$ cat src/rtl/lfu_pkg.sv
package lfu_pkg;

    // Geometry of the frame set
    localparam int FRAMES         = 4;
    localparam int COUNT_BITS     = 16;
    localparam int FRAME_BITS     = (FRAMES > 1) ? $clog2(FRAMES) : 1;
    localparam int PAGE_BITS      = 16;
    localparam int FAULT_BITS     = 32;
    localparam int FRAME_OUT_BITS = 2;

    typedef logic [FRAME_BITS-1:0] t_frame_idx;
    typedef logic [PAGE_BITS-1:0]  t_page;
    typedef logic [COUNT_BITS-1:0] t_count;
    typedef logic [FAULT_BITS-1:0] t_fault;

    // Sequencer states
    typedef enum logic [1:0] {
        S_IDLE,
        S_SCAN,
        S_UPDATE
    } t_state;

    // Write request into the frame table
    typedef struct packed {
        logic       we;
        logic       clear;
        logic       hit;
        t_frame_idx idx;
        t_page      page;
    } t_tbl_wr;

    // Step control for the scan unit
    typedef struct packed {
        logic       step;
        logic       first;
        t_frame_idx idx;
    } t_scan_ctl;

    // Outcome of one full scan
    typedef struct packed {
        logic       found;
        t_frame_idx match_idx;
        t_frame_idx victim_idx;
        logic       victim_valid;
        t_page      victim_page;
    } t_scan_res;

endpackage

$ cat src/rtl/lfu_frame_table.sv
module lfu_frame_table
    import lfu_pkg::*;
(
    input  logic       i_clk,
    input  logic       i_rst_n,
    input  t_frame_idx i_rd_idx,
    output logic       o_rd_valid,
    output t_page      o_rd_page,
    output t_count     o_rd_count,
    input  t_tbl_wr    i_wr
);

    logic [FRAMES-1:0] r_valid;
    t_page             r_page  [FRAMES];
    t_count            r_count [FRAMES];

    // Read the entry under scan
    assign o_rd_valid = r_valid[i_rd_idx];
    assign o_rd_page  = r_page[i_rd_idx];
    assign o_rd_count = r_count[i_rd_idx];

    // Track valid bits; clear all at end of run
    always_ff @(posedge i_clk) begin
        if (!i_rst_n) begin
            r_valid <= '0;
        end else if (i_wr.we) begin
            if (i_wr.clear) begin
                r_valid <= '0;
            end else begin
                r_valid[i_wr.idx] <= 1'b1;
            end
        end
    end

    // Bump count on hit, load page with count one on fill
    always_ff @(posedge i_clk) begin
        if (i_wr.we) begin
            if (i_wr.hit) begin
                if (r_count[i_wr.idx] != '1) begin
                    r_count[i_wr.idx] <= r_count[i_wr.idx] + t_count'(1);
                end
            end else begin
                r_page[i_wr.idx]  <= i_wr.page;
                r_count[i_wr.idx] <= t_count'(1);
            end
        end
    end

endmodule

$ cat src/rtl/lfu_scan_unit.sv
module lfu_scan_unit
    import lfu_pkg::*;
(
    input  logic      i_clk,
    input  logic      i_rst_n,
    input  t_scan_ctl i_ctl,
    input  t_page     i_key,
    input  logic      i_valid,
    input  t_page     i_page,
    input  t_count    i_count,
    output t_scan_res o_res
);

    t_scan_res r_res;
    t_count    r_min;
    t_count    eff_count;
    logic      match;

    // Empty frames count as zero and never match
    assign eff_count = i_valid ? i_count : '0;
    assign match     = i_valid && (i_page == i_key);

    // Record first match and strict minimum, one frame per step
    always_ff @(posedge i_clk) begin
        if (!i_rst_n) begin
            r_res.found <= 1'b0;
        end else if (i_ctl.step) begin
            if (i_ctl.first) begin
                r_res.found <= match;
            end else if (match) begin
                r_res.found <= 1'b1;
            end
        end
        if (i_ctl.step) begin
            if (i_ctl.first || (match && !r_res.found)) begin
                r_res.match_idx <= i_ctl.idx;
            end
            if (i_ctl.first || (eff_count < r_min)) begin
                r_min                <= eff_count;
                r_res.victim_idx     <= i_ctl.idx;
                r_res.victim_valid   <= i_valid;
                r_res.victim_page    <= i_valid ? i_page : '0;
            end
        end
    end

    assign o_res = r_res;

endmodule

$ cat src/rtl/lfu_page_replacement.sv
// Channel  | handshake                  | payload
// ---------+----------------------------+------------------------------------------
// in       | i_in_valid / o_in_ready    | i_page, i_end_of_string
// out      | o_out_valid / i_out_ready  | o_hit, o_frame, o_evicted_valid,
//          |                            | o_evicted_page, o_fault_total, o_last
//
// Each item is accepted, then visits each frame in turn through the shared compare/minimum
// unit, and finally updates the table and loads the result.
// The result register frees the input side: the next item is taken while a result waits.
// The update step holds while the result register is still full and not taken.
// Reset (synchronous, active low) empties all frames and zeroes the fault total.
module lfu_page_replacement
    import lfu_pkg::*;
(
    input  logic                      i_clk,
    input  logic                      i_rst_n,
    input  logic                      i_in_valid,
    output logic                      o_in_ready,
    input  logic [PAGE_BITS-1:0]      i_page,
    input  logic                      i_end_of_string,
    output logic                      o_out_valid,
    input  logic                      i_out_ready,
    output logic                      o_hit,
    output logic [FRAME_OUT_BITS-1:0] o_frame,
    output logic                      o_evicted_valid,
    output logic [PAGE_BITS-1:0]      o_evicted_page,
    output logic [FAULT_BITS-1:0]     o_fault_total,
    output logic                      o_last
);

    t_state     r_state, n_state;
    t_frame_idx r_idx, n_idx;
    t_page      r_page;
    logic       r_eos;
    t_fault     r_fault, n_fault;

    logic                      r_out_valid, n_out_valid;
    logic                      r_hit;
    logic [FRAME_OUT_BITS-1:0] r_frame;
    logic                      r_ev_valid;
    t_page                     r_ev_page;
    t_fault                    r_fault_out;
    logic                      r_last;

    logic       accept;
    logic       upd_go;
    t_frame_idx use_idx;
    t_scan_ctl  scan_ctl;
    t_scan_res  scan_res;
    t_tbl_wr    tbl_wr;
    logic       rd_valid;
    t_page      rd_page;
    t_count     rd_count;

    lfu_frame_table u_table (
        .i_clk      (i_clk),
        .i_rst_n    (i_rst_n),
        .i_rd_idx   (r_idx),
        .o_rd_valid (rd_valid),
        .o_rd_page  (rd_page),
        .o_rd_count (rd_count),
        .i_wr       (tbl_wr)
    );

    lfu_scan_unit u_scan (
        .i_clk   (i_clk),
        .i_rst_n (i_rst_n),
        .i_ctl   (scan_ctl),
        .i_key   (r_page),
        .i_valid (rd_valid),
        .i_page  (rd_page),
        .i_count (rd_count),
        .o_res   (scan_res)
    );

    // Sequence: accept, scan each frame, update
    always_comb begin
        n_state  = r_state;
        n_idx    = r_idx;
        accept   = 1'b0;
        upd_go   = 1'b0;
        scan_ctl = '{step: 1'b0, first: 1'b0, idx: r_idx};
        unique case (r_state)
            S_IDLE: begin
                accept = i_in_valid;
                if (i_in_valid) begin
                    n_state = S_SCAN;
                    n_idx   = '0;
                end
            end
            S_SCAN: begin
                scan_ctl.step  = 1'b1;
                scan_ctl.first = (r_idx == '0);
                if (r_idx == t_frame_idx'(FRAMES - 1)) begin
                    n_state = S_UPDATE;
                end else begin
                    n_idx = r_idx + t_frame_idx'(1);
                end
            end
            S_UPDATE: begin
                upd_go = !r_out_valid || i_out_ready;
                if (upd_go) begin
                    n_state = S_IDLE;
                end
            end
            default: begin
                n_state = S_IDLE;
            end
        endcase
    end

    assign o_in_ready = (r_state == S_IDLE);

    // Pick the frame used and the new fault total
    assign use_idx = scan_res.found ? scan_res.match_idx : scan_res.victim_idx;
    assign n_fault = (!scan_res.found && (r_fault != '1)) ? r_fault + t_fault'(1) : r_fault;

    assign tbl_wr = '{we: upd_go, clear: r_eos, hit: scan_res.found,
                      idx: use_idx, page: r_page};

    always_ff @(posedge i_clk) begin
        if (!i_rst_n) begin
            r_state <= S_IDLE;
            r_idx   <= '0;
            r_fault <= '0;
        end else begin
            r_state <= n_state;
            r_idx   <= n_idx;
            if (upd_go) begin
                r_fault <= r_eos ? '0 : n_fault;
            end
        end
    end

    // Hold the accepted item
    always_ff @(posedge i_clk) begin
        if (accept) begin
            r_page <= i_page;
            r_eos  <= i_end_of_string;
        end
    end

    // Result register
    assign n_out_valid = upd_go || (r_out_valid && !i_out_ready);

    always_ff @(posedge i_clk) begin
        if (!i_rst_n) begin
            r_out_valid <= 1'b0;
        end else begin
            r_out_valid <= n_out_valid;
        end
    end

    always_ff @(posedge i_clk) begin
        if (upd_go) begin
            r_hit       <= scan_res.found;
            r_frame     <= FRAME_OUT_BITS'(use_idx);
            r_ev_valid  <= !scan_res.found && scan_res.victim_valid;
            r_ev_page   <= (!scan_res.found && scan_res.victim_valid) ?
                           scan_res.victim_page : '0;
            r_fault_out <= n_fault;
            r_last      <= r_eos;
        end
    end

    assign o_out_valid     = r_out_valid;
    assign o_hit           = r_hit;
    assign o_frame         = r_frame;
    assign o_evicted_valid = r_ev_valid;
    assign o_evicted_page  = r_ev_page;
    assign o_fault_total   = r_fault_out;
    assign o_last          = r_last;

    // An accepted item keeps the block busy for the scan
    a_busy_after_accept: assert property (@(posedge i_clk) disable iff (!i_rst_n)
        (i_in_valid && o_in_ready) |=> !o_in_ready)
        else $error("input taken again during scan");

    // A hit never evicts
    a_hit_no_evict: assert property (@(posedge i_clk) disable iff (!i_rst_n)
        (o_out_valid && o_hit) |-> (!o_evicted_valid && (o_evicted_page == '0)))
        else $error("eviction reported on hit");

    // A miss has always counted at least one fault
    a_miss_counts: assert property (@(posedge i_clk) disable iff (!i_rst_n)
        (o_out_valid && !o_hit) |-> (o_fault_total != '0))
        else $error("miss with zero fault total");

endmodule
$ cat config.mk
export PLATFORM = sky130hd
export DESIGN_NAME = lfu_page_replacement
export DESIGN_NICKNAME = d
export VERILOG_FILES = /design/src/rtl/lfu_pkg.sv /design/src/rtl/lfu_frame_table.sv /design/src/rtl/lfu_scan_unit.sv /design/src/rtl/lfu_page_replacement.sv
export SDC_FILE = /design/constraint.sdc
export NUM_CORES = 1
export LEC_CHECK = 0
export BUFFER_PORTS_ARGS = -buffer_cell sky130_fd_sc_hd__buf_2
export CORE_ASPECT_RATIO = 1.5
export CORE_MARGIN = 8
export CORE_UTILIZATION = 55
export CTS_CLUSTER_DIAMETER = 60
export DETAILED_ROUTE_END_ITERATION = 10
export PLACE_DENSITY = 0.76
export SLEW_MARGIN = 10
export SYNTH_ARGS = -nofsm -noshare
export SYNTH_HDL_FRONTEND = slang
export SYNTH_HIERARCHICAL = 1
export SYNTH_SLANG_ARGS = --single-unit
$ cat constraint.sdc
create_clock -name i_clk -period 4.6 [get_ports i_clk]
set_input_delay 0.46 -clock i_clk [delete_from_list [all_inputs] [get_ports i_clk]]
set_output_delay 0.46 -clock i_clk [all_outputs]
set_load 0.02 [all_outputs]
==> results_dict.tcl, run 1 <==
set metrics [dict create \
    nFillCells 1611 \
    worst-setup-path-type "reg -> reg" \
    synthAdderAreaFrac_pct 1.894 \
    grt_max_degree 57 \
    hpwl_mm 16.43 \
    min_period_over_period_pct 74.29 \
    cp_common_cell "buf_4" \
    fp.dieW_um 139.3 \
    hold_path.class "in -> reg" \
    p_seq_share_pct 53.7 \
    synth_top_family_by_area "simple AND/OR/NAND/NOR gates" \
    yosys.area.top_type "edfxtp_1" \
    synth_compound_area_share_pct 5.763 \
    clock_latency_ps 540 \
    synth_area_um2 12550 \
    setup_ws_ps 1183 \
    gr-total-overflow 0 \
    maxCapViolations 0 \
    synthesis.nets 929 \
    fp.coreArea_um2 22380 \
    synthSimpleGateAreaFrac_pct 13.12 \
    r2r_setup_slack_ps 1180 \
    p_int_mw 4.092 \
    irDropWorstVdd_mv 0.3355 \
    arrival_ps 3610 \
    leakage_nw 4.882 \
    end_kind "register" \
    cpPeakStageDelay_ps 440 \
    ys.warnings.count 6 \
    grt_pass1_vias 7673 \
    combinationalPowerShare_pct 4.6 \
    die_area_um2 28010 \
    path_cells "buf_4 > buf_4 > mux4_2 > and2_1 > ha_1 > nand2b_1 > o221a_1 > o31a_1 > o41ai_4 > buf_4" \
    grt_pass1_wl_mm 39.35 \
    slew_violations 0 \
    pwr-share-clk_pct 41.7 \
    synth-edff-count 235 \
    vias_per_cell 6.049 \
    synth.avg_cell_area_um2 14.12 \
    cp-start-kind "register" \
    finalSetupViolations 0 \
    cts_root_buf "clkbuf_16" \
    place_ws_ps 1167 \
    hold_slack_ps 93.81 \
    post-cts-setup-buffers 0 \
    hold_viol 0 \
    grt_antenna_before_repair 0 \
    cp_data_required_time_ps 4790 \
    row_count 67 \
    drc 0 \
    cts_buffers 25 \
    period_needed_ps 3417 \
    cts_max_path_buffers 3 \
    wl_per_cell_um 19.40 \
    synth_flop_cell "edfxtp_1" \
    netlist_instances 889 \
    grt.total_usage_pct 17.39 \
    cp_top_family "buffers and inverters" \
    mostFrequentLayoutCells "edfxtp_1, buf_2, nand2_1" \
    fin_tns_setup_ps 0 \
    synth_xor_area_share_pct 3.490 \
    cp_max_fo 35 \
    gp_congestion 0.9067 \
    start_util_pct 56.07 \
    cts_max_level 1 \
    cts_resized 0 \
    wl_mm 24.33 \
    p_sw_mw 1.078 \
    powerDensity_nw_per_um2 368.4 \
    drtIter0Drc 607 \
    ys_ff_latch 277 \
    fin_skew_ps 14.73 \
    dieHeight_um 201.0 \
    slew_headroom_pct 30.49 \
    drive_above_1_share_pct 20.35 \
    synth-async-reset-ratio_pct 0 \
    tightestPinTransition_ps 1043 \
    fmax_ghz 0.2926 \
    seq_area_frac_synth_pct 62.93 \
    synth_area_leaders "edfxtp_1, mux4_2, dfxtp_1" \
    first_pass_iters 5 \
    final_common_cell "edfxtp_1" \
    grt_setup_unrepaired "no" \
    path_buf_inv 3 \
    cts_tree "done" \
    yosys.area.top_type_share_pct 56.23 \
    yosysUniqueCellTypes 66 \
    num_io_pins 76 \
    syn2layout_area_growth_pct 11.83 \
    critPathSlowestCell "buf_4" \
    netSwitchingFraction_pct 20.85 \
    clkTransAtPathRegs_ps 70 \
    vias 7586 \
    cts.sinks 277 \
    hold_buffers 0 \
    status "complete, no violations" \
    fin_nets 999 \
    antennaDiodeCount 0 \
    synth_mux_area_share_pct 9.850 \
    ant_nets 0 \
    io_buffers 75 \
]
==> kinds of logic after synthesis <==
family	after synthesis
muxes	59
DFF	277
adders and majority gates	19
AOI/OAI and AO/OA	106
buffers and inverters	79
xor gates and xnor gates	50
and+or+nand+nor	299
==> area by class of cell <==
class	count	area, um2	area share [%]
multi-input combinational	533	4303	30.66
timing repair buffer	94	518.0	3.691
clock inverter	20	235.2	1.676
inverter	28	105.1	0.7489
sequential	277	7899	56.28
tap	276	345.3	2.461
clock buffer	26	629.4	4.484
==> cells in the mapped netlist, drive strengths merged, types with 11 or more instances <==
library cell and instances:
a21oi 26, a31oi 16, and2 53, buf 27
clkbuf 24, dfxtp 42, edfxtp 235, ha 19
inv 27, mux4 49, nand2 62, nand3 36
nand4 23, nor2 40, nor3 18, nor4 13
o211ai 11, o21ai 11, or4 13, xnor2 20
xor2 30
==> state kept, by name (all words and copies together), names as in the netlist <==
| name | cells |
|---|---|
| u_table/r_count | 64 |
| r_fault | 32 |
| r_state | 2 |
| o_last | 1 |
| o_out_valid | 1 |
| o_evicted_page | 16 |
| o_hit | 1 |
| u_scan/o_res | 22 |
| u_table/r_page | 64 |
| o_frame | 2 |
| u_scan/r_min | 16 |
| o_evicted_valid | 1 |
| o_fault_total | 32 |
| r_page | 16 |
| r_idx | 2 |
| r_eos | 1 |
| u_table/r_valid | 4 |
==> power groups by stage <==
stage	clock network [mW]	registers (mW)	logic, mW
after floorplan	0	2.83	0.184
after CTS	2.20	2.78	0.241
after global placement	0	2.83	0.233
after global routing	2.29	2.78	0.264
final	2.16	2.78	0.239
after detailed placement	0	2.83	0.239
==> metal layers <==
metal / routed length (um) / up-vias / GRT usage [%]
met1: 9278 / 3682 / 19.44
met3: 1392 / 63 / 2.880
li1: - / 3564 / -
met5: 0 / - / 0
met4: 793 / 0 / 7.989
met2: 12860 / 277 / 31.67
==> worst paths after layout <==
path	end	cells past startpoint	from
hold reg to reg	u_table/r_valid[3]	2	u_table/r_valid[3]
setup reg to reg	u_scan/o_res[9]	10	r_idx[1]
hold / removal	r_page[5]	1	i_page[5]
setup / recovery	u_scan/o_res[9]	10	r_idx[1]
==> metrics by stage <==
stage	utilization (%)	area (um2)	std cells	total power, mW
floorplan	-	12560	889	3.010
finish	62.70	14030	1254	5.171
CTS	62.70	14030	1254	5.218
global route	62.70	14030	1254	5.330
detailed placement	58.84	13170	1208	3.071
global placement	58.84	13170	1208	3.063
No activity file was read; power rests on OpenSTA's default activity.
==> run 2, diff against run 1 <==
Settings changed: PLACE_DENSITY 0.76 to 0.73.
Clock period 4.6 ns to 3.3 ns, I/O delays scaled along.
==> results_dict.tcl, run 2 (synthesis results as in run 1) <==
set metrics [dict create \
    fin_tns_setup_ps 0 \
    leakage_nw 5.042 \
    hold_viol 0 \
    period_needed_ps 2992 \
    antennaDiodeCount 0 \
    cts_buffers 26 \
    instances_no_fill 1288 \
    irDropWorstVdd_mv 0.5129 \
    cp_data_required_time_ps 3540 \
    finalSetupViolations 0 \
    die_area_um2 28010 \
    maxCapViolations 0 \
    gr-total-overflow 0 \
    r2r_setup_slack_ps 310 \
    cp-start-kind "register" \
    hold_slack_ps 146.6 \
    drc 0 \
    row_count 67 \
    end_kind "register" \
    setup_ws_ps 308.4 \
    ant_nets 0 \
    grt_pass1_vias 7908 \
    vias 7655 \
    arrival_ps 3230 \
    clkTransAtPathRegs_ps 70 \
    path_cells "buf_12 > mux4_2 > and2_4 > ha_1 > a21oi_1 > o211ai_1 > o41ai_4 > buf_4" \
    powerDensity_nw_per_um2 502.5 \
    multiInputGateArea_um2 4365 \
    grt_setup_unrepaired "no" \
    cts_max_level 1 \
    clock_latency_ps 540 \
    status "complete, no violations" \
    timing.rr.start "r_idx[0]" \
    vias_per_cell 5.943 \
    min_period_over_period_pct 90.65 \
    grt.total_usage_pct 17.92 \
    final_common_cell "edfxtp_1" \
    cts.sinks 277 \
    critPathSlowestCell "mux4_2" \
    first_pass_iters 5 \
    tightestPinTransition_ps 1083 \
    cpPeakStageDelay_ps 540 \
    fin_area_um2 14410 \
    cts_tree "done" \
    seqCellArea_um2 7899 \
    cts_resized 0 \
    nFillCells 1595 \
    dieHeight_um 201.0 \
    fp.dieW_um 139.3 \
    post-cts-setup-buffers 0 \
    fin_util_pct 64.38 \
    dp_cells 1223 \
    cp-endpoint "u_scan/r_min[9]" \
    crit_start "r_idx[0]" \
    drtIter0Drc 493 \
    hold_path.class "in -> reg" \
    drive_above_1_share_pct 21.64 \
    slew_violations 0 \
    total_power_mw 7.241 \
    grt_antenna_before_repair 0 \
    fin_skew_ps 16.11 \
    worst_hold_startpoint "i_in_valid" \
    start_util_pct 56.07 \
    cts_max_path_buffers 3 \
    syn2layout_area_growth_pct 14.83 \
    fp.coreArea_um2 22380 \
    place_area_um2 13370 \
    place_ws_ps 319.3 \
    hpwl_mm 17.44 \
    mostFrequentLayoutCells "edfxtp_1, buf_2, nand2_1" \
    largestRegisters "u_table/r_count x64, u_table/r_page x64" \
    wl_mm 24.98 \
    num_io_pins 76 \
    io_buffers 75 \
    cts_root_buf "clkbuf_16" \
    gp_congestion 0.8869 \
    fin_nets 1032 \
    wl_per_cell_um 19.40 \
    grt_max_degree 35 \
    r2r_end "u_scan/r_min[9]" \
    fmax_ghz 0.3343 \
    worst-setup-path-type "reg -> reg" \
    slew_headroom_pct 27.77 \
    grt_pass1_wl_mm 40.34 \
    r2r_cells 8 \
    cp_max_fo 27 \
]
-- run 2: worst max-delay path, delay by kind of cell (launching register included) --
family / cells / cell delay (ps)
AOI/OAI and AO/OA: 3 / 750
muxes: 1 / 540
adders and majority gates: 1 / 320
DFF: 1 / 390
and+or+nand+nor: 1 / 170
buffers and inverters: 2 / 510
-- run 2: layout make-up --
cell class	instances	area share [%]
tap	276	2.396
sequential	277	54.81
clock inverter	18	1.389
timing repair buffer	126	5.731
multi-input combinational	533	30.29
inverter	28	0.7554
clock buffer	30	4.619
-- run 2: where the power goes --
group / internal, mW / switching [mW] / total [mW] / leakage [nW]
registers: 3.85 / 0.0270 / 3.87 / 2.54
clock network: 1.76 / 1.24 / 3.00 / 0.420
logic: 0.166 / 0.203 / 0.369 / 2.08
-- run 2: how the worst min path moves through the flow --
| stage | endpoint | cells after the start |
|---|---|---|
| 2_1_floorplan | u_table/r_valid[3] | 2 |
| 3_3_place_gp | u_table/r_valid[3] | 2 |
| 3_5_place_dp | u_table/r_valid[3] | 2 |
| 4_1_cts | r_state[0] | 3 |
| 5_1_grt | r_state[0] | 3 |
| 6_report | r_state[0] | 3 |
-- run 2: per-layer routing --
layer  global-route usage, %  wire length, um  up-vias
met4                   8.815             1060        0
met5                       0                0        -
met3                   2.737             1113       80
met2                   33.39            13350      229
met1                   19.28             9456     3723
li1                        -                -     3623
-- run 2: what timing repair did --
item / 4_1_cts / 5_1_grt
hold buffers: 17 / 0
endpoints found under the setup margin: 0 / 0
hold endpoints to repair: 17 / 0
==> run 3, diff against run 2 <==
Settings changed: CTS_BUF_LIST set to sky130_fd_sc_hd__clkbuf_4, SLEW_MARGIN 10 to not set.
==> results_dict.tcl, run 3 (synthesis results as in run 1) <==
set metrics [dict create \
    finalSetupViolations 0 \
    path_cells "mux2_2 > buf_4 > mux4_1 > nand3_1 > nor3_2 > buf_4 > a21boi_4" \
    cp-start-kind "register" \
    fin_tns_setup_ps 0 \
    cp_top_family "multiplexers" \
    nFillCells 1628 \
    arrival_ps 3300 \
    cts_resized 0 \
    dp_cells 1223 \
    critPathSlowestCell "mux4_1" \
    fin_skew_ps 38.79 \
    cts_root_buf "clkbuf_4" \
    wl_mm 25.21 \
    grt_pass1_wl_mm 40.85 \
    cp_data_required_time_ps 3590 \
    cts_buffers 66 \
    r2r_setup_slack_ps 290 \
    p_int_mw 5.623 \
    grt.total_usage_pct 18.48 \
    combinationalPowerShare_pct 5.2 \
    min_period_over_period_pct 91.13 \
    leakage_nw 5.159 \
    multiInputGateArea_um2 4365 \
    largestRegisters "u_table/r_count x64, u_table/r_page x64" \
    use_met1_pct 18.70 \
    place_ws_ps 319.3 \
    gp_congestion 0.8869 \
    powerDensity_nw_per_um2 493.6 \
    use_met3_pct 4.356 \
    whs_path_depth 4 \
    maxCapViolations 0 \
    status "complete, no violations" \
    fp.dieW_um 139.3 \
    gr-usage-met2_pct 33.67 \
    end_kind "register" \
    grt_antenna_before_repair 2 \
    p_sw_mw 1.518 \
    netSwitchingFraction_pct 21.26 \
    dieHeight_um 201.0 \
    drive_above_1_share_pct 26.50 \
    num_io_pins 76 \
    start_util_pct 56.07 \
    fmax_ghz 0.3325 \
    instances_no_fill 1361 \
    path_buf_inv 2 \
    io_buffers 75 \
    grt_setup_unrepaired "no" \
    fin_nets 1074 \
    whs_endpoint "r_state[1]" \
    pwr-share-clk_pct 40.6 \
    timing.rr.start "u_scan/o_res[21]" \
    gr-total-overflow 0 \
    clkTransAtPathRegs_ps 70 \
    cts.sinks 277 \
    drtIter0Drc 467 \
    first_pass_iters 5 \
    grt_pass1_vias 8266 \
    p_seq_share_pct 54.2 \
    vias_per_cell 5.772 \
    mostFrequentLayoutCells "edfxtp_1, clkbuf_4, buf_2" \
    cp_common_cell "buf_4" \
    seqCellArea_um2 7899 \
    hpwl_mm 17.44 \
    worst_hold_startpoint "i_out_ready" \
    setup_ws_ps 292.8 \
    cpPeakStageDelay_ps 660 \
    die_area_um2 28010 \
    vias 7856 \
    clock_latency_ps 690 \
    grt_max_degree 35 \
    row_count 67 \
    irDropWorstVdd_mv 0.4431 \
    hold_slack_ps 63.82 \
    final_common_cell "edfxtp_1" \
    drc 0 \
    slew_violations 0 \
    r2r_end "u_table/r_count[0][4]" \
    busiest_layer "met2" \
    cp_max_fo 16 \
    cts_max_path_buffers 3 \
    hold_path.class "in -> reg" \
    cts_tree "done" \
    fp.coreArea_um2 22380 \
    worst-setup-path-type "reg -> reg" \
    r2r_cells 7 \
    syn2layout_area_growth_pct 15.28 \
    cts_max_level 3 \
    tightestPinTransition_ps 1081 \
    hold_viol 0 \
    slew_headroom_pct 27.92 \
    period_needed_ps 3007 \
    wl_per_cell_um 18.52 \
    ant_nets 0 \
]
-- run 3: changes by cell type in the layout (fill, tap and decap cells not counted), sizes merged --
cell	previous run	this run
clkinvlp	3	2
clkinv	13	15
clkbuf	30	99
diode	0	2
dlygate4sd3	17	19
bufinv	4	3
-- run 3: repair_timing --
item	in CTS	in global routing
hold buffers	19	0
endpoints found under the hold margin	20	0
setup buffers	0	0
-- run 3: final cells by class --
cell class / count / share of cell area [%]
sequential: 277 / 54.60
multi-input combinational: 533 / 30.17
timing repair buffer: 128 / 5.846
clock buffer: 99 / 5.137
tap: 276 / 2.387
clock inverter: 18 / 1.072
inverter: 28 / 0.7524
antenna: 2 / 0.03459
-- run 3: worst max path at each step --
stage                          start               endpoint  cells past startpoint
floorplan                   r_idx[0]        u_scan/o_res[0]                      9
global placement            r_idx[0]       u_scan/o_res[11]                      8
detailed placement          r_idx[0]       u_scan/o_res[11]                      9
CTS                         r_idx[0]        u_scan/r_min[9]                      9
global route                r_idx[0]        u_scan/r_min[9]                      9
finish              u_scan/o_res[21]  u_table/r_count[0][4]                      7
-- run 3: power groups by stage --
stage | sequential, mW | clock, mW | combinational, mW
CTS | 3.87 | 2.98 | 0.373
global route | 3.87 | 3.15 | 0.405
floorplan | 3.94 | 0 | 0.264
detailed placement | 3.95 | 0 | 0.354
finish | 3.87 | 2.90 | 0.370
global placement | 3.95 | 0 | 0.348
-- run 3: worst min-delay path: stages --
cell,delay [ps]
buf_2,100
nor2b_1,50
a22oi_1,160
nor2_1,50
-- run 3: routing by layer --
layer / routed length [um] / up-vias
met2: 13600 / 249
met5: 0 / -
met1: 9302 / 3784
met3: 1380 / 68
li1: - / 3755
met4: 925 / 0
-- run 3: through the flow --
step	cell area (um2)	total power, mW	utilization [%]
5_1_grt	14470	7.431	64.64
6_report	14470	7.141	64.64
4_1_cts	14460	7.229	64.62
3_5_place_dp	13370	4.302	59.75
2_1_floorplan	12670	4.204	-
3_3_place_gp	13370	4.294	59.75
